File: config.mk
export PLATFORM = sky130hd
export DESIGN_NAME = nlcc_step
export DESIGN_NICKNAME = d
export VERILOG_FILES = /design/src/rtl/nlcc_pkg.sv /design/src/rtl/nlcc_step.sv
export SDC_FILE = /design/constraint.sdc
export NUM_CORES = 1
export LEC_CHECK = 0
export BUFFER_PORTS_ARGS = -buffer_cell sky130_fd_sc_hd__buf_4
export CAP_MARGIN = 20
export CORE_MARGIN = 2
export CORE_UTILIZATION = 30
export DETAILED_ROUTE_END_ITERATION = 16
export MAX_ROUTING_LAYER = met4
export PLACE_DENSITY = 0.65
export SETUP_SLACK_MARGIN = 0.3
export SYNTH_ARGS = -nofsm -noshare
export SYNTH_HDL_FRONTEND = slang
export SYNTH_SLANG_ARGS = --single-unit
File: constraint.sdc
create_clock -name vclk -period 5.5
set_input_delay 0.55 -clock vclk [all_inputs]
set_output_delay 0.55 -clock vclk [all_outputs]
set_load 0.01 [all_outputs]
File: src/rtl/nlcc_pkg.sv
`timescale 1ns / 1ps

package nlcc_pkg;

	localparam logic [7:0] CH_STAR  = 8'h2A;
	localparam logic [7:0] CH_SPACE = 8'h20;
	localparam logic [7:0] CH_TILDE = 8'h7E;
	localparam logic [7:0] CH_NL    = 8'h0A;

	localparam logic REG_PER_LINE_MODE = 1'b0;
	localparam logic REG_VERIFY_ENABLE = 1'b1;

	localparam logic [1:0] VERDICT_UNCHECKED = 2'd0;
	localparam logic [1:0] VERDICT_MATCH     = 2'd1;
	localparam logic [1:0] VERDICT_MISMATCH  = 2'd2;
	localparam logic [1:0] VERDICT_MISSING   = 2'd3;

	typedef enum logic [1:0] {
		PH_IDLE   = 2'd0,
		PH_STAR   = 2'd1,
		PH_DIGIT1 = 2'd2,
		PH_DONE   = 2'd3
	} phase_t;

	typedef struct packed {
		logic [7:0] data_byte;
		logic       stream_end;
	} item_t;

	typedef struct packed {
		logic [7:0] computed_sum;
		logic [7:0] received_sum;
		logic [1:0] verdict;
	} result_t;

	typedef struct packed {
		logic per_line_mode;
		logic verify_enable;
	} cfg_t;

	typedef struct packed {
		logic [7:0] running_sum;
		logic [7:0] parsed_value;
		phase_t     capture_phase;
		logic [7:0] digit_xor;
		logic       reported_flag;
	} state_t;

	typedef struct packed {
		logic       is_hex;
		logic [3:0] nibble;
	} hex_t;

	function automatic hex_t hex_value(input logic [7:0] b);
		hex_t h;
		h.is_hex = 1'b1;
		h.nibble = 4'd0;
		if (b inside {[8'h30:8'h39]}) begin
			h.nibble = 4'(b - 8'h30);
		end else if (b inside {[8'h61:8'h66]}) begin
			h.nibble = 4'(b - 8'h61 + 8'd10);
		end else if (b inside {[8'h41:8'h46]}) begin
			h.nibble = 4'(b - 8'h41 + 8'd10);
		end else begin
			h.is_hex = 1'b0;
		end
		return h;
	endfunction

endpackage

File: src/rtl/nlcc_step.sv
`timescale 1ns / 1ps

module nlcc_step (
	input  nlcc_pkg::cfg_t    cfg,
	input  nlcc_pkg::state_t  cur,
	input  nlcc_pkg::item_t   item,
	output nlcc_pkg::state_t  nxt,
	output logic              report,
	output nlcc_pkg::result_t res
);

	nlcc_pkg::hex_t hx;
	logic           printable;

	assign hx = nlcc_pkg::hex_value(item.data_byte);
	assign printable = (item.data_byte >= nlcc_pkg::CH_SPACE)
		&& (item.data_byte <= nlcc_pkg::CH_TILDE);

	// report built from the current state
	always_comb begin
		res.computed_sum = cur.running_sum;
		res.received_sum = 8'd0;
		res.verdict      = nlcc_pkg::VERDICT_UNCHECKED;
		if (cfg.verify_enable) begin
			if (cur.capture_phase == nlcc_pkg::PH_DONE) begin
				res.computed_sum = cur.running_sum ^ nlcc_pkg::CH_STAR ^ cur.digit_xor;
				res.received_sum = cur.parsed_value;
				res.verdict = (res.computed_sum == cur.parsed_value)
					? nlcc_pkg::VERDICT_MATCH : nlcc_pkg::VERDICT_MISMATCH;
			end else begin
				res.verdict = nlcc_pkg::VERDICT_MISSING;
			end
		end
	end

	always_comb begin
		nxt    = cur;
		report = 1'b0;
		if (item.stream_end) begin
			report = !cur.reported_flag;
			nxt    = '0;
		end else if (item.data_byte == nlcc_pkg::CH_NL) begin
			nxt.reported_flag = 1'b0;
			if (cfg.per_line_mode) begin
				report            = 1'b1;
				nxt.reported_flag = 1'b1;
				nxt.running_sum   = 8'd0;
				nxt.capture_phase = nlcc_pkg::PH_IDLE;
			end
		end else if (printable) begin
			nxt.reported_flag = 1'b0;
			nxt.running_sum   = cur.running_sum ^ item.data_byte;
			if (cfg.verify_enable) begin
				if (item.data_byte == nlcc_pkg::CH_STAR) begin
					nxt.capture_phase = nlcc_pkg::PH_STAR;
				end else begin
					case (cur.capture_phase)
						nlcc_pkg::PH_STAR: begin
							if (hx.is_hex) begin
								nxt.digit_xor     = item.data_byte;
								nxt.parsed_value  = {hx.nibble, 4'd0};
								nxt.capture_phase = nlcc_pkg::PH_DIGIT1;
							end else begin
								nxt.capture_phase = nlcc_pkg::PH_IDLE;
							end
						end
						nlcc_pkg::PH_DIGIT1: begin
							if (hx.is_hex) begin
								nxt.digit_xor     = cur.digit_xor ^ item.data_byte;
								nxt.parsed_value  = {cur.parsed_value[7:4], hx.nibble};
								nxt.capture_phase = nlcc_pkg::PH_DONE;
							end else begin
								nxt.capture_phase = nlcc_pkg::PH_IDLE;
							end
						end
						nlcc_pkg::PH_DONE: begin
							nxt.capture_phase = nlcc_pkg::PH_IDLE;
						end
						default: begin
							nxt.capture_phase = cur.capture_phase;
						end
					endcase
				end
			end
		end
	end

endmodule

==> report_table.html, run 1 <==
<table>
<tr><th>Metric</th><th>Value</th></tr>
<tr><th colspan="2">Timing</th></tr>
<tr><td>Number of max-slew violations in the final report</td><td>0</td></tr>
<tr><td>Transition at the pin with the smallest max-transition slack</td><td>0.571 ns</td></tr>
<tr><td>Setup repair after global routing missed its margin</td><td>no</td></tr>
<tr><td>Headroom to the max-slew limit</td><td>61.7%</td></tr>
<tr><td>Count of final hold-check violations</td><td>0</td></tr>
<tr><td>Maximum clock frequency</td><td>0.300 GHz</td></tr>
<tr><td>Time the final worst path needs with I/O delays and setup</td><td>3.34 ns</td></tr>
<tr><td>Final-report setup violation count</td><td>0</td></tr>
<tr><td>Final cycle utilization of the critical path</td><td>60.7%</td></tr>
<tr><td>Smallest hold slack</td><td>1.40 ns</td></tr>
<tr><td>Post-Route Setup TNS</td><td>0 ns</td></tr>
<tr><th colspan="2">Logic synthesis</th></tr>
<tr><td>Yosys top cell by area</td><td>xnor2_1</td></tr>
<tr><td>Synth warn</td><td>0</td></tr>
<tr><td>Synth cell count leaders</td><td>21 x nor2_1, 20 x nand2_1, 16 x inv_1</td></tr>
<tr><td>Post-synthesis sequential area ratio</td><td>0%</td></tr>
<tr><td>Library cell with the highest instance count after synthesis</td><td>nor2_1</td></tr>
<tr><td>Count of cell types in the netlist</td><td>53</td></tr>
<tr><td>Share of the synthesized area in the top cell type</td><td>8.86%</td></tr>
<tr><td>Top post-synthesis cells by area</td><td>xnor2_1 8.9%, ha_1 7.6%, xor2_1 5.9%</td></tr>
<tr><td>Post-synthesis instance area</td><td>1480 sq um</td></tr>
<tr><td>Post-Syn Nets</td><td>265</td></tr>
<tr><td>Gate count after technology mapping</td><td>approximately 220</td></tr>
<tr><td>Post-synthesis area per instance</td><td>6.80 sq um</td></tr>
<tr><th colspan="2">Drt</th></tr>
<tr><td>Per-cell routed wire length</td><td>about 16 um</td></tr>
<tr><td>Total wire length after detailed routing</td><td>5710 um</td></tr>
<tr><td>Residual DRC count</td><td>0</td></tr>
<tr><td>Number of vias after detailed routing</td><td>1962</td></tr>
<tr><td>First-pass iteration count of the detailed router</td><td>4</td></tr>
<tr><td>Vias per std cell</td><td>~5.5</td></tr>
<tr><td>Drt initial violations</td><td>about 110</td></tr>
<tr><td>Number of antenna-violating nets in the routed design</td><td>0</td></tr>
<tr><th colspan="2">Setup path</th></tr>
<tr><td>Type of element capturing the critical path</td><td>primary output</td></tr>
<tr><td>Largest stage delay, worst path</td><td>approximately 0.7 ns</td></tr>
<tr><td>Cells traversed along the worst timing path</td><td>buf_4, inv_1, ha_1, and4bb_2, a31oi_2, nand3_4, or4_1, o221ai_1, buf_4</td></tr>
<tr><td>Critical path start-end classification</td><td>in -&gt; out</td></tr>
<tr><td>Crit. Startpoint</td><td>item[1]</td></tr>
<tr><td>Data required, critical path</td><td>4.95 ns</td></tr>
<tr><td>Most used cell along the critical path</td><td>buf_4</td></tr>
<tr><td>Slowest cell on the critical path</td><td>or4_1</td></tr>
<tr><td>Data arrival time of the worst path</td><td>approximately 2.8 ns</td></tr>
<tr><td>Setup crit start kind</td><td>input port</td></tr>
<tr><td>Max FO, Critical Path</td><td>8</td></tr>
<tr><th colspan="2">Die</th></tr>
<tr><td>Core Region</td><td>4750 sq um</td></tr>
<tr><td>FP Rows</td><td>25</td></tr>
<tr><td>Area of the die</td><td>5520 sq um</td></tr>
<tr><td>Ports</td><td>84</td></tr>
<tr><td>Die outline height</td><td>74.3 um</td></tr>
<tr><td>Starting density of the core</td><td>31.2%</td></tr>
<tr><td>Die Wd</td><td>74.3 um</td></tr>
<tr><th colspan="2">Cells and area</th></tr>
<tr><td>FF/Latch Area</td><td>0 sq um</td></tr>
<tr><td>Final nets</td><td>340</td></tr>
<tr><td>Number of antenna diodes</td><td>0</td></tr>
<tr><td>Clock buffer instance count of the final layout</td><td>0</td></tr>
<tr><td>Final sequential cell count</td><td>0</td></tr>
<tr><td>Signed area change from the synthesized netlist to the final layout</td><td>44.6%</td></tr>
<tr><td>Fraction of layout instances using a drive strength above 1</td><td>approximately a third</td></tr>
<tr><td>Final-layout fill cell count</td><td>518</td></tr>
<tr><th colspan="2">Global route</th></tr>
<tr><td>GRT Resource Usage Total</td><td>20.9%</td></tr>
<tr><td>Largest net degree at the start of global routing</td><td>21</td></tr>
<tr><td>Met3 capacity usage during global routing</td><td>1.63%</td></tr>
<tr><td>Antenna violations before repair</td><td>0</td></tr>
<tr><td>Met2 Use GR</td><td>roughly a third</td></tr>
<tr><td>Number of global-route vias before repair</td><td>approximately 1.8k</td></tr>
<tr><td>Global-route wire length before repair</td><td>8970 um</td></tr>
<tr><td>Most used routing layer in global routing</td><td>met2</td></tr>
<tr><td>Overflow left after global routing</td><td>0</td></tr>
<tr><td>GR Util met1</td><td>30.0%</td></tr>
<tr><th colspan="2">Power</th></tr>
<tr><td>Largest vdd supply drop</td><td>0.0369 mV</td></tr>
<tr><td>Total power</td><td>about 0.17 mW</td></tr>
<tr><td>Static Leakage</td><td>0.971 nW</td></tr>
<tr><td>Power per cell area</td><td>about 80 nW/um^2</td></tr>
<tr><th colspan="2">Clock tree</th></tr>
<tr><td>Post-cts sizing count</td><td>0</td></tr>
<tr><td>Hold buffer count at cts</td><td>0</td></tr>
<tr><td>Setup repair bufs after CTS</td><td>0</td></tr>
<tr><th colspan="2">Worst hold path</th></tr>
<tr><td>Startpoint of the tightest hold check path</td><td>cur[0]</td></tr>
<tr><td>Min-Delay Path Class</td><td>in -&gt; out</td></tr>
<tr><th colspan="2">Placement</th></tr>
<tr><td>Global placer's final weighted congestion</td><td>0.862</td></tr>
<tr><td>Number of port buffers</td><td>84</td></tr>
<tr><td>HPWL reported at the end of detailed placement</td><td>4610 um</td></tr>
<tr><th colspan="2">Job</th></tr>
<tr><td>Number of max-capacitance violations reported</td><td>0</td></tr>
<tr><th colspan="2">Outcome</th></tr>
<tr><td>Status</td><td>finished clean</td></tr>
</table>
[layout make-up]
| class | count | area, sq um | share of cell area (%) |
|---|---|---|---|
| well taps | 67 | 83.8 | 3.91 |
| repair buffers | 84 | 631 | 29.4 |
| inverters | 16 | 60.1 | 2.80 |
| multi-input cells | 191 | 1370 | 63.9 |
[final timing paths]
check,slack [ns],end,cells after the start
worst max-delay path,2.16,nxt[2],9
worst min-delay path,1.40,report,3
[kinds of logic after synthesis]
| group | Yosys count | synth area share [%] |
|---|---|---|
| buffers and inverters | 27 | 7.68 |
| adders and majority gates | 9 | 7.60 |
| xor gates and xnor gates | 25 | 14.8 |
| AOI/OAI and AO/OA | 69 | 36.8 |
| muxes | 3 | 2.28 |
| and+or+nand+nor | 85 | 30.9 |
[layer usage]
layer	vias to the layer above	share of wire, %
met5	-	0
li1	963	-
met1	888	44
met4	0	0.89
met3	4	9.9
met2	107	45
[report_power, final]
| group | switching, mW | internal (mW) | leakage, nW |
|---|---|---|---|
| logic | 0.0915 | 0.0813 | 0.971 |
| clock network | 0 | 0 | 0 |
| registers | 0 | 0 | 0 |
| total | 0.0915 | 0.0813 | 0.971 |
[critical path, delay by kind of cell]
| family | cells | cell delay, ns |
|---|---|---|
| compound gates | 2 | 0.52 |
| fa+ha+maj | 1 | 0.21 |
| buf+inv | 3 | 0.38 |
| simple gates | 3 | 1.11 |
[through the flow]
| step | util (%) | area, sq um | worst slack, ns | std cells |
|---|---|---|---|---|
| floorplan | - | 1480 | 2.58 | 218 |
| detailed placement | 45.1 | 2140 | 2.16 | 358 |
| CTS | 45.1 | 2140 | 2.16 | 358 |
| global route | 45.1 | 2140 | 2.01 | 358 |
| global placement | 45.1 | 2140 | 2.17 | 358 |
| finish | 45.1 | 2140 | 2.16 | 358 |
[cells in the final DEF, fill, tap and decap left out, types with 2 or more instances in the layout]
master,Yosys,final
nand4_1,3,3
o31a_1,2,2
o31ai_1,2,2
a2bb2oi_1,3,3
ha_1,9,9
xor2_1,10,10
o21a_1,5,5
a221oi_1,2,2
a21o_1,2,2
and3_1,12,12
and2_1,2,2
nor2b_1,3,3
o21ai_0,10,10
mux2_2,3,3
nor3_1,4,4
a211oi_1,5,5
buf_4,0,84
inv_1,16,16
nand2_1,20,20
a21oi_1,10,10
o211ai_1,8,8
nand3_1,7,7
o221ai_1,6,6
or3_1,2,2
nor2_1,21,21
xnor2_1,15,15
No activity file was read; power rests on OpenSTA's default activity.
==> run 2: changes to the inputs <==
==> constraint.sdc (replaced) <==
create_clock -name vclk -period 3.1
set_input_delay 0.31 -clock vclk [all_inputs]
set_output_delay 0.31 -clock vclk [all_outputs]
set_load 0.01 [all_outputs]
==> run 2 against run 1 <==
  * Worst hold slack worse by 0.48 ns
  * Routed wire length rose by 4.3%
  * Clock-buffer cell count stayed put
  * Global-route usage grew 1.1 points
  * Non-clock buffer count up 8
  * Critical path depth fell by 2
  * Die area unchanged
  * Sequential share of layout area stayed put
  * First-iteration DRC count shrank 18%
  * Worst setup slack got worse by 1.7 ns
  * Combinational power up 83%
  * Critical path type unchanged
  * Highest routed layer unchanged
==> report_table.html, run 2 (synthesis gave the netlist of run 1 again) <==
<table>
<tr><th>Metric</th><th>Value</th></tr>
<tr><th colspan="2">Global route</th></tr>
<tr><td>Antenna violations before repair</td><td>0</td></tr>
<tr><td>Global-route wire length before repair</td><td>~9400 um</td></tr>
<tr><td>GRT Resource Usage Total</td><td>22.0%</td></tr>
<tr><td>Overflow left after global routing</td><td>0</td></tr>
<tr><td>Number of global-route vias before repair</td><td>1816</td></tr>
<tr><td>Largest net degree at the start of global routing</td><td>21</td></tr>
<tr><th colspan="2">Timing</th></tr>
<tr><td>Transition at the pin with the smallest max-transition slack</td><td>0.524 ns</td></tr>
<tr><td>Smallest hold slack</td><td>0.918 ns</td></tr>
<tr><td>Number of max-slew violations in the final report</td><td>0</td></tr>
<tr><td>Final cycle utilization of the critical path</td><td>85.7%</td></tr>
<tr><td>Time the final worst path needs with I/O delays and setup</td><td>2.66 ns</td></tr>
<tr><td>Headroom to the max-slew limit</td><td>65.0%</td></tr>
<tr><td>Post-Route Setup TNS</td><td>0 ns</td></tr>
<tr><td>Count of final hold-check violations</td><td>0</td></tr>
<tr><td>Final-report setup violation count</td><td>0</td></tr>
<tr><td>Setup repair after global routing missed its margin</td><td>no</td></tr>
<tr><td>Maximum clock frequency</td><td>0.377 GHz</td></tr>
<tr><th colspan="2">Die</th></tr>
<tr><td>FP Rows</td><td>25</td></tr>
<tr><td>Die Wd</td><td>74.3 um</td></tr>
<tr><td>Starting density of the core</td><td>31.2%</td></tr>
<tr><td>Ports</td><td>84</td></tr>
<tr><td>Area of the die</td><td>approximately 5500 sq um</td></tr>
<tr><td>Die outline height</td><td>74.3 um</td></tr>
<tr><td>Core Region</td><td>between 4000 and 5000 sq um</td></tr>
<tr><th colspan="2">Placement</th></tr>
<tr><td>HPWL reported at the end of detailed placement</td><td>roughly 4800 um</td></tr>
<tr><td>Global placer's final weighted congestion</td><td>0.869</td></tr>
<tr><td>Number of port buffers</td><td>84</td></tr>
<tr><td>Cell area after placement</td><td>2190 sq um</td></tr>
<tr><th colspan="2">Drt</th></tr>
<tr><td>Drt initial violations</td><td>94</td></tr>
<tr><td>Vias per std cell</td><td>between 5 and 6</td></tr>
<tr><td>First-pass iteration count of the detailed router</td><td>4</td></tr>
<tr><td>Residual DRC count</td><td>0</td></tr>
<tr><td>Total wire length after detailed routing</td><td>slightly below 6000 um</td></tr>
<tr><td>Per-cell routed wire length</td><td>approximately 16 um</td></tr>
<tr><td>Number of antenna-violating nets in the routed design</td><td>0</td></tr>
<tr><td>Number of vias after detailed routing</td><td>about 2k</td></tr>
<tr><th colspan="2">Cells and area</th></tr>
<tr><td>Final-layout fill cell count</td><td>518</td></tr>
<tr><td>Final nets</td><td>348</td></tr>
<tr><td>Signed area change from the synthesized netlist to the final layout</td><td>49.9%</td></tr>
<tr><td>Non-Filler Cell Area, Final</td><td>2220 sq um</td></tr>
<tr><td>Fraction of layout instances using a drive strength above 1</td><td>35.8%</td></tr>
<tr><td>Number of antenna diodes</td><td>0</td></tr>
<tr><td>FF/Latch Area</td><td>0 sq um</td></tr>
<tr><td>Most common cell after layout, fill and taps aside</td><td>buf_4</td></tr>
<tr><td>Top library cells by usage in the layout, fill and taps aside</td><td>92 x buf_4, 21 x nor2_1, 20 x nand2_1, 16 x inv_1, 15 x xnor2_1</td></tr>
<tr><td>Clock buffer instance count of the final layout</td><td>0</td></tr>
<tr><td>Final sequential cell count</td><td>0</td></tr>
<tr><th colspan="2">Setup path</th></tr>
<tr><td>Bufs and invs on worst path</td><td>2</td></tr>
<tr><td>Slowest cell on the critical path</td><td>a311o_1</td></tr>
<tr><td>Critical path start-end classification</td><td>in -&gt; out</td></tr>
<tr><td>Data arrival time of the worst path</td><td>2.35 ns</td></tr>
<tr><td>Setup crit start kind</td><td>input port</td></tr>
<tr><td>Max FO, Critical Path</td><td>11</td></tr>
<tr><td>Cell class contributing the biggest share of worst-path delay</td><td>simple AND/OR/NAND/NOR gates</td></tr>
<tr><td>Data required, critical path</td><td>2.79 ns</td></tr>
<tr><td>Type of element capturing the critical path</td><td>primary output</td></tr>
<tr><td>Cells traversed along the worst timing path</td><td>buf_4, and4_4, a311o_1, or3_1, or3_1, a211oi_1, buf_4</td></tr>
<tr><td>Largest stage delay, worst path</td><td>0.50 ns</td></tr>
<tr><th colspan="2">Power</th></tr>
<tr><td>Power per cell area</td><td>142 nW/um^2</td></tr>
<tr><td>Largest vdd supply drop</td><td>0.0656 mV</td></tr>
<tr><td>Static Leakage</td><td>1.01 nW</td></tr>
<tr><th colspan="2">Outcome</th></tr>
<tr><td>Status</td><td>finished clean</td></tr>
<tr><th colspan="2">Job</th></tr>
<tr><td>Number of max-capacitance violations reported</td><td>0</td></tr>
<tr><th colspan="2">Worst hold path</th></tr>
<tr><td>Min-Delay Path Class</td><td>in -&gt; out</td></tr>
</table>
[run 2: cell types whose count changed in the layout (fill, tap and decap cells not counted)]
cell / before / now
buf_4: 84 / 92
a31oi_2: 1 / 0
a31oi_4: 0 / 1
o221ai_1: 6 / 5
o221ai_2: 1 / 2
or4_1: 1 / 0
or4_4: 0 / 1
[run 2: final cells by class]
class | count | area, sq um | area share, %
multi-input combinational | 191 | 1390 | 62.4
tap | 67 | 83.8 | 3.77
timing repair buffer | 92 | 691 | 31.1
inverter | 16 | 60.1 | 2.70
[run 2: metrics by stage]
step           worst slack (ns)  instances  power (mW)  utilization [%]
2_1_floorplan             0.664        218       0.161                -
3_3_place_gp              0.265        364       0.310             46.0
3_5_place_dp              0.174        364       0.312             46.0
4_1_cts                   0.304        364       0.313             46.1
5_1_grt                   0.300        366       0.346             46.7
6_report                  0.444        366       0.316             46.7
[run 2: power by group]
| group | internal (mW) | total [mW] | leakage, nW | switching, mW |
|---|---|---|---|---|
| Sequential | 0 | 0 | 0 | 0 |
| Combinational | 0.150 | 0.316 | 1.01 | 0.166 |
| Clock | 0 | 0 | 0 | 0 |
[run 2: timing repair]
item | 4_1_cts | 5_1_grt
setup buffers | 0 | 2
pin swaps | 0 | 2
setup endpoints to repair | 6 | 9
resized for setup | 1 | 2
hold buffers | 0 | 0
[run 2: worst paths after layout]
check | depth (start not counted) | start | to
setup / recovery | 7 | item[6] | nxt[10]
hold / removal | 3 | cur[26] | res[17]
[run 2: metal layers]
layer,wire (um),GRT usage [%]
met1,2760,31.2
met2,2670,34.7
met3,469,2.17
met4,59,2.98
met5,0,-
==> run 3: changes to the inputs <==
==> constraint.sdc (replaced) <==
create_clock -name vclk -period 2.8
set_input_delay 0.28 -clock vclk [all_inputs]
set_output_delay 0.28 -clock vclk [all_outputs]
set_load 0.01 [all_outputs]
==> run 3 against run 2 <==
  * Critical path depth up 2
  * Sequential share of layout area unchanged
  * Final cell count is 1.4% higher
  * Critical path type unchanged
  * Utilization is 2.7 points higher
  * Non-clock buffer count is 5 higher
  * Critical endpoint is now nxt[7]
  * Routed wire length increased by 3.5%
  * First-iteration DRC count grew 41%
==> report_table.html, run 3 (synthesis gave the netlist of run 1 again) <==
<table>
<tr><th>Metric</th><th>Value</th></tr>
<tr><th colspan="2">Cells and area</th></tr>
<tr><td>FF/Latch Area</td><td>0 sq um</td></tr>
<tr><td>Final sequential cell count</td><td>0</td></tr>
<tr><td>Number of antenna diodes</td><td>0</td></tr>
<tr><td>Final core utilization</td><td>49.4%</td></tr>
<tr><td>Post-route insts no fill</td><td>371</td></tr>
<tr><td>Final-layout fill cell count</td><td>499</td></tr>
<tr><td>Non-Filler Cell Area, Final</td><td>roughly 2300 sq um</td></tr>
<tr><td>Clock buffer instance count of the final layout</td><td>0</td></tr>
<tr><td>Signed area change from the synthesized netlist to the final layout</td><td>58.4%</td></tr>
<tr><td>Most common cell after layout, fill and taps aside</td><td>buf_4</td></tr>
<tr><td>Final nets</td><td>353</td></tr>
<tr><td>Fraction of layout instances using a drive strength above 1</td><td>about two fifths</td></tr>
<tr><td>Top library cells by usage in the layout, fill and taps aside</td><td>97 x buf_4, 21 x nor2_1, 20 x nand2_1, 15 x xnor2_1, 14 x inv_1</td></tr>
<tr><th colspan="2">Global route</th></tr>
<tr><td>GRT Resource Usage Total</td><td>roughly 22%</td></tr>
<tr><td>Global-route wire length before repair</td><td>9520 um</td></tr>
<tr><td>Number of global-route vias before repair</td><td>1917</td></tr>
<tr><td>Antenna violations before repair</td><td>0</td></tr>
<tr><td>Largest net degree at the start of global routing</td><td>21</td></tr>
<tr><td>Overflow left after global routing</td><td>0</td></tr>
<tr><th colspan="2">Outcome</th></tr>
<tr><td>Status</td><td>finished clean</td></tr>
<tr><th colspan="2">Drt</th></tr>
<tr><td>Number of vias after detailed routing</td><td>2038</td></tr>
<tr><td>Per-cell routed wire length</td><td>approximately 17 um</td></tr>
<tr><td>Drt initial violations</td><td>133</td></tr>
<tr><td>Number of antenna-violating nets in the routed design</td><td>0</td></tr>
<tr><td>Total wire length after detailed routing</td><td>6170 um</td></tr>
<tr><td>First-pass iteration count of the detailed router</td><td>4</td></tr>
<tr><td>Vias per std cell</td><td>between 5 and 6</td></tr>
<tr><td>Residual DRC count</td><td>0</td></tr>
<tr><th colspan="2">Die</th></tr>
<tr><td>Ports</td><td>84</td></tr>
<tr><td>Area of the die</td><td>5520 sq um</td></tr>
<tr><td>Starting density of the core</td><td>31.2%</td></tr>
<tr><td>Core Region</td><td>4750 sq um</td></tr>
<tr><td>Die Wd</td><td>74.3 um</td></tr>
<tr><td>Die outline height</td><td>74.3 um</td></tr>
<tr><td>FP Rows</td><td>25</td></tr>
<tr><th colspan="2">Power</th></tr>
<tr><td>Static Leakage</td><td>1.05 nW</td></tr>
<tr><td>Net switching share of the total power</td><td>52.6%</td></tr>
<tr><td>Cell Int Power</td><td>between 0.15 and 0.2 mW</td></tr>
<tr><td>Share of total power in the clock network</td><td>0%</td></tr>
<tr><td>Logic gate share of total power</td><td>100.0%</td></tr>
<tr><td>Proportion of power drawn by flip-flops and latches</td><td>0%</td></tr>
<tr><td>Largest vdd supply drop</td><td>0.0765 mV</td></tr>
<tr><td>Switching power of the nets</td><td>0.196 mW</td></tr>
<tr><td>Power per cell area</td><td>about 160 nW/um^2</td></tr>
<tr><th colspan="2">Setup path</th></tr>
<tr><td>Setup crit start kind</td><td>input port</td></tr>
<tr><td>Critical path start-end classification</td><td>in -&gt; out</td></tr>
<tr><td>Max FO, Critical Path</td><td>9</td></tr>
<tr><td>Type of element capturing the critical path</td><td>primary output</td></tr>
<tr><td>Data arrival time of the worst path</td><td>2.19 ns</td></tr>
<tr><td>Data required, critical path</td><td>2.52 ns</td></tr>
<tr><th colspan="2">Placement</th></tr>
<tr><td>Number of port buffers</td><td>84</td></tr>
<tr><td>Cell area after placement</td><td>2210 sq um</td></tr>
<tr><td>Total placed cells including tap cells</td><td>367</td></tr>
<tr><td>Global placer's final weighted congestion</td><td>0.895</td></tr>
<tr><td>HPWL reported at the end of detailed placement</td><td>4770 um</td></tr>
<tr><th colspan="2">Timing</th></tr>
<tr><td>Maximum clock frequency</td><td>0.405 GHz</td></tr>
<tr><td>Headroom to the max-slew limit</td><td>67.5%</td></tr>
<tr><td>Count of final hold-check violations</td><td>0</td></tr>
<tr><td>Final cycle utilization of the critical path</td><td>88.3%</td></tr>
<tr><td>Time the final worst path needs with I/O delays and setup</td><td>approximately 2.5 ns</td></tr>
<tr><td>Setup repair after global routing missed its margin</td><td>no</td></tr>
<tr><td>Number of max-slew violations in the final report</td><td>0</td></tr>
<tr><td>Post-Route Setup TNS</td><td>0 ns</td></tr>
<tr><td>Final-report setup violation count</td><td>0</td></tr>
<tr><td>Transition at the pin with the smallest max-transition slack</td><td>roughly 0.49 ns</td></tr>
<tr><th colspan="2">Worst hold path</th></tr>
<tr><td>Min-Delay Path Class</td><td>in -&gt; out</td></tr>
<tr><th colspan="2">Job</th></tr>
<tr><td>Number of max-capacitance violations reported</td><td>0</td></tr>
</table>
run 3: final timing paths:
path,from,end,depth (start not counted)
max,item[2],nxt[7],9
min,cur[23],res[14],3
run 3: layer usage:
layer  wire length, um  vias up  track usage (%)
met1              2760      957             30.6
met5                 0        -                -
li1                  -      980                -
met3               464        4             1.08
met4                34        0             3.37
met2              2910       97             36.3
run 3: power by group through the flow:
stage	combinational, mW	clock, mW	sequential (mW)
6_report	0.373	0	0
5_1_grt	0.406	0	0
4_1_cts	0.356	0	0
3_5_place_dp	0.348	0	0
3_3_place_gp	0.347	0	0
2_1_floorplan	0.178	0	0
run 3: what timing repair did:
action                     4_1_cts  5_1_grt
setup endpoints to repair       13       16
setup buffers                    3        1
resized for setup                4       17
hold buffers                     0        0
pin swaps                        3        4
run 3: cell type report:
type / instances / area [sq um] / area share (%)
Timing Repair Buffer: 97 / 728 / 31.0
Tap cell: 67 / 83.8 / 3.57
Multi-Input combinational cell: 191 / 1470 / 62.7
Inverter: 16 / 65.1 / 2.77
run 3: through the flow:
step                      setup slack (ns)  power [mW]  hold WS (ns)
after floorplan                      0.424       0.178         0.640
after global placement              0.0821       0.347         0.847
after detailed placement            0.0579       0.348         0.861
after CTS                            0.302       0.356         0.865
after global routing                 0.284       0.406         0.871
final                                0.328       0.373         0.864
run 3: critical path, cell delays in order:
cell and delay [ns]:
buf_4 0.15, inv_4 0.08, ha_2 0.21, nand2b_1 0.15
o211ai_2 0.16, and2_1 0.22, or4_4 0.59, o221ai_2 0.20
buf_4 0.14
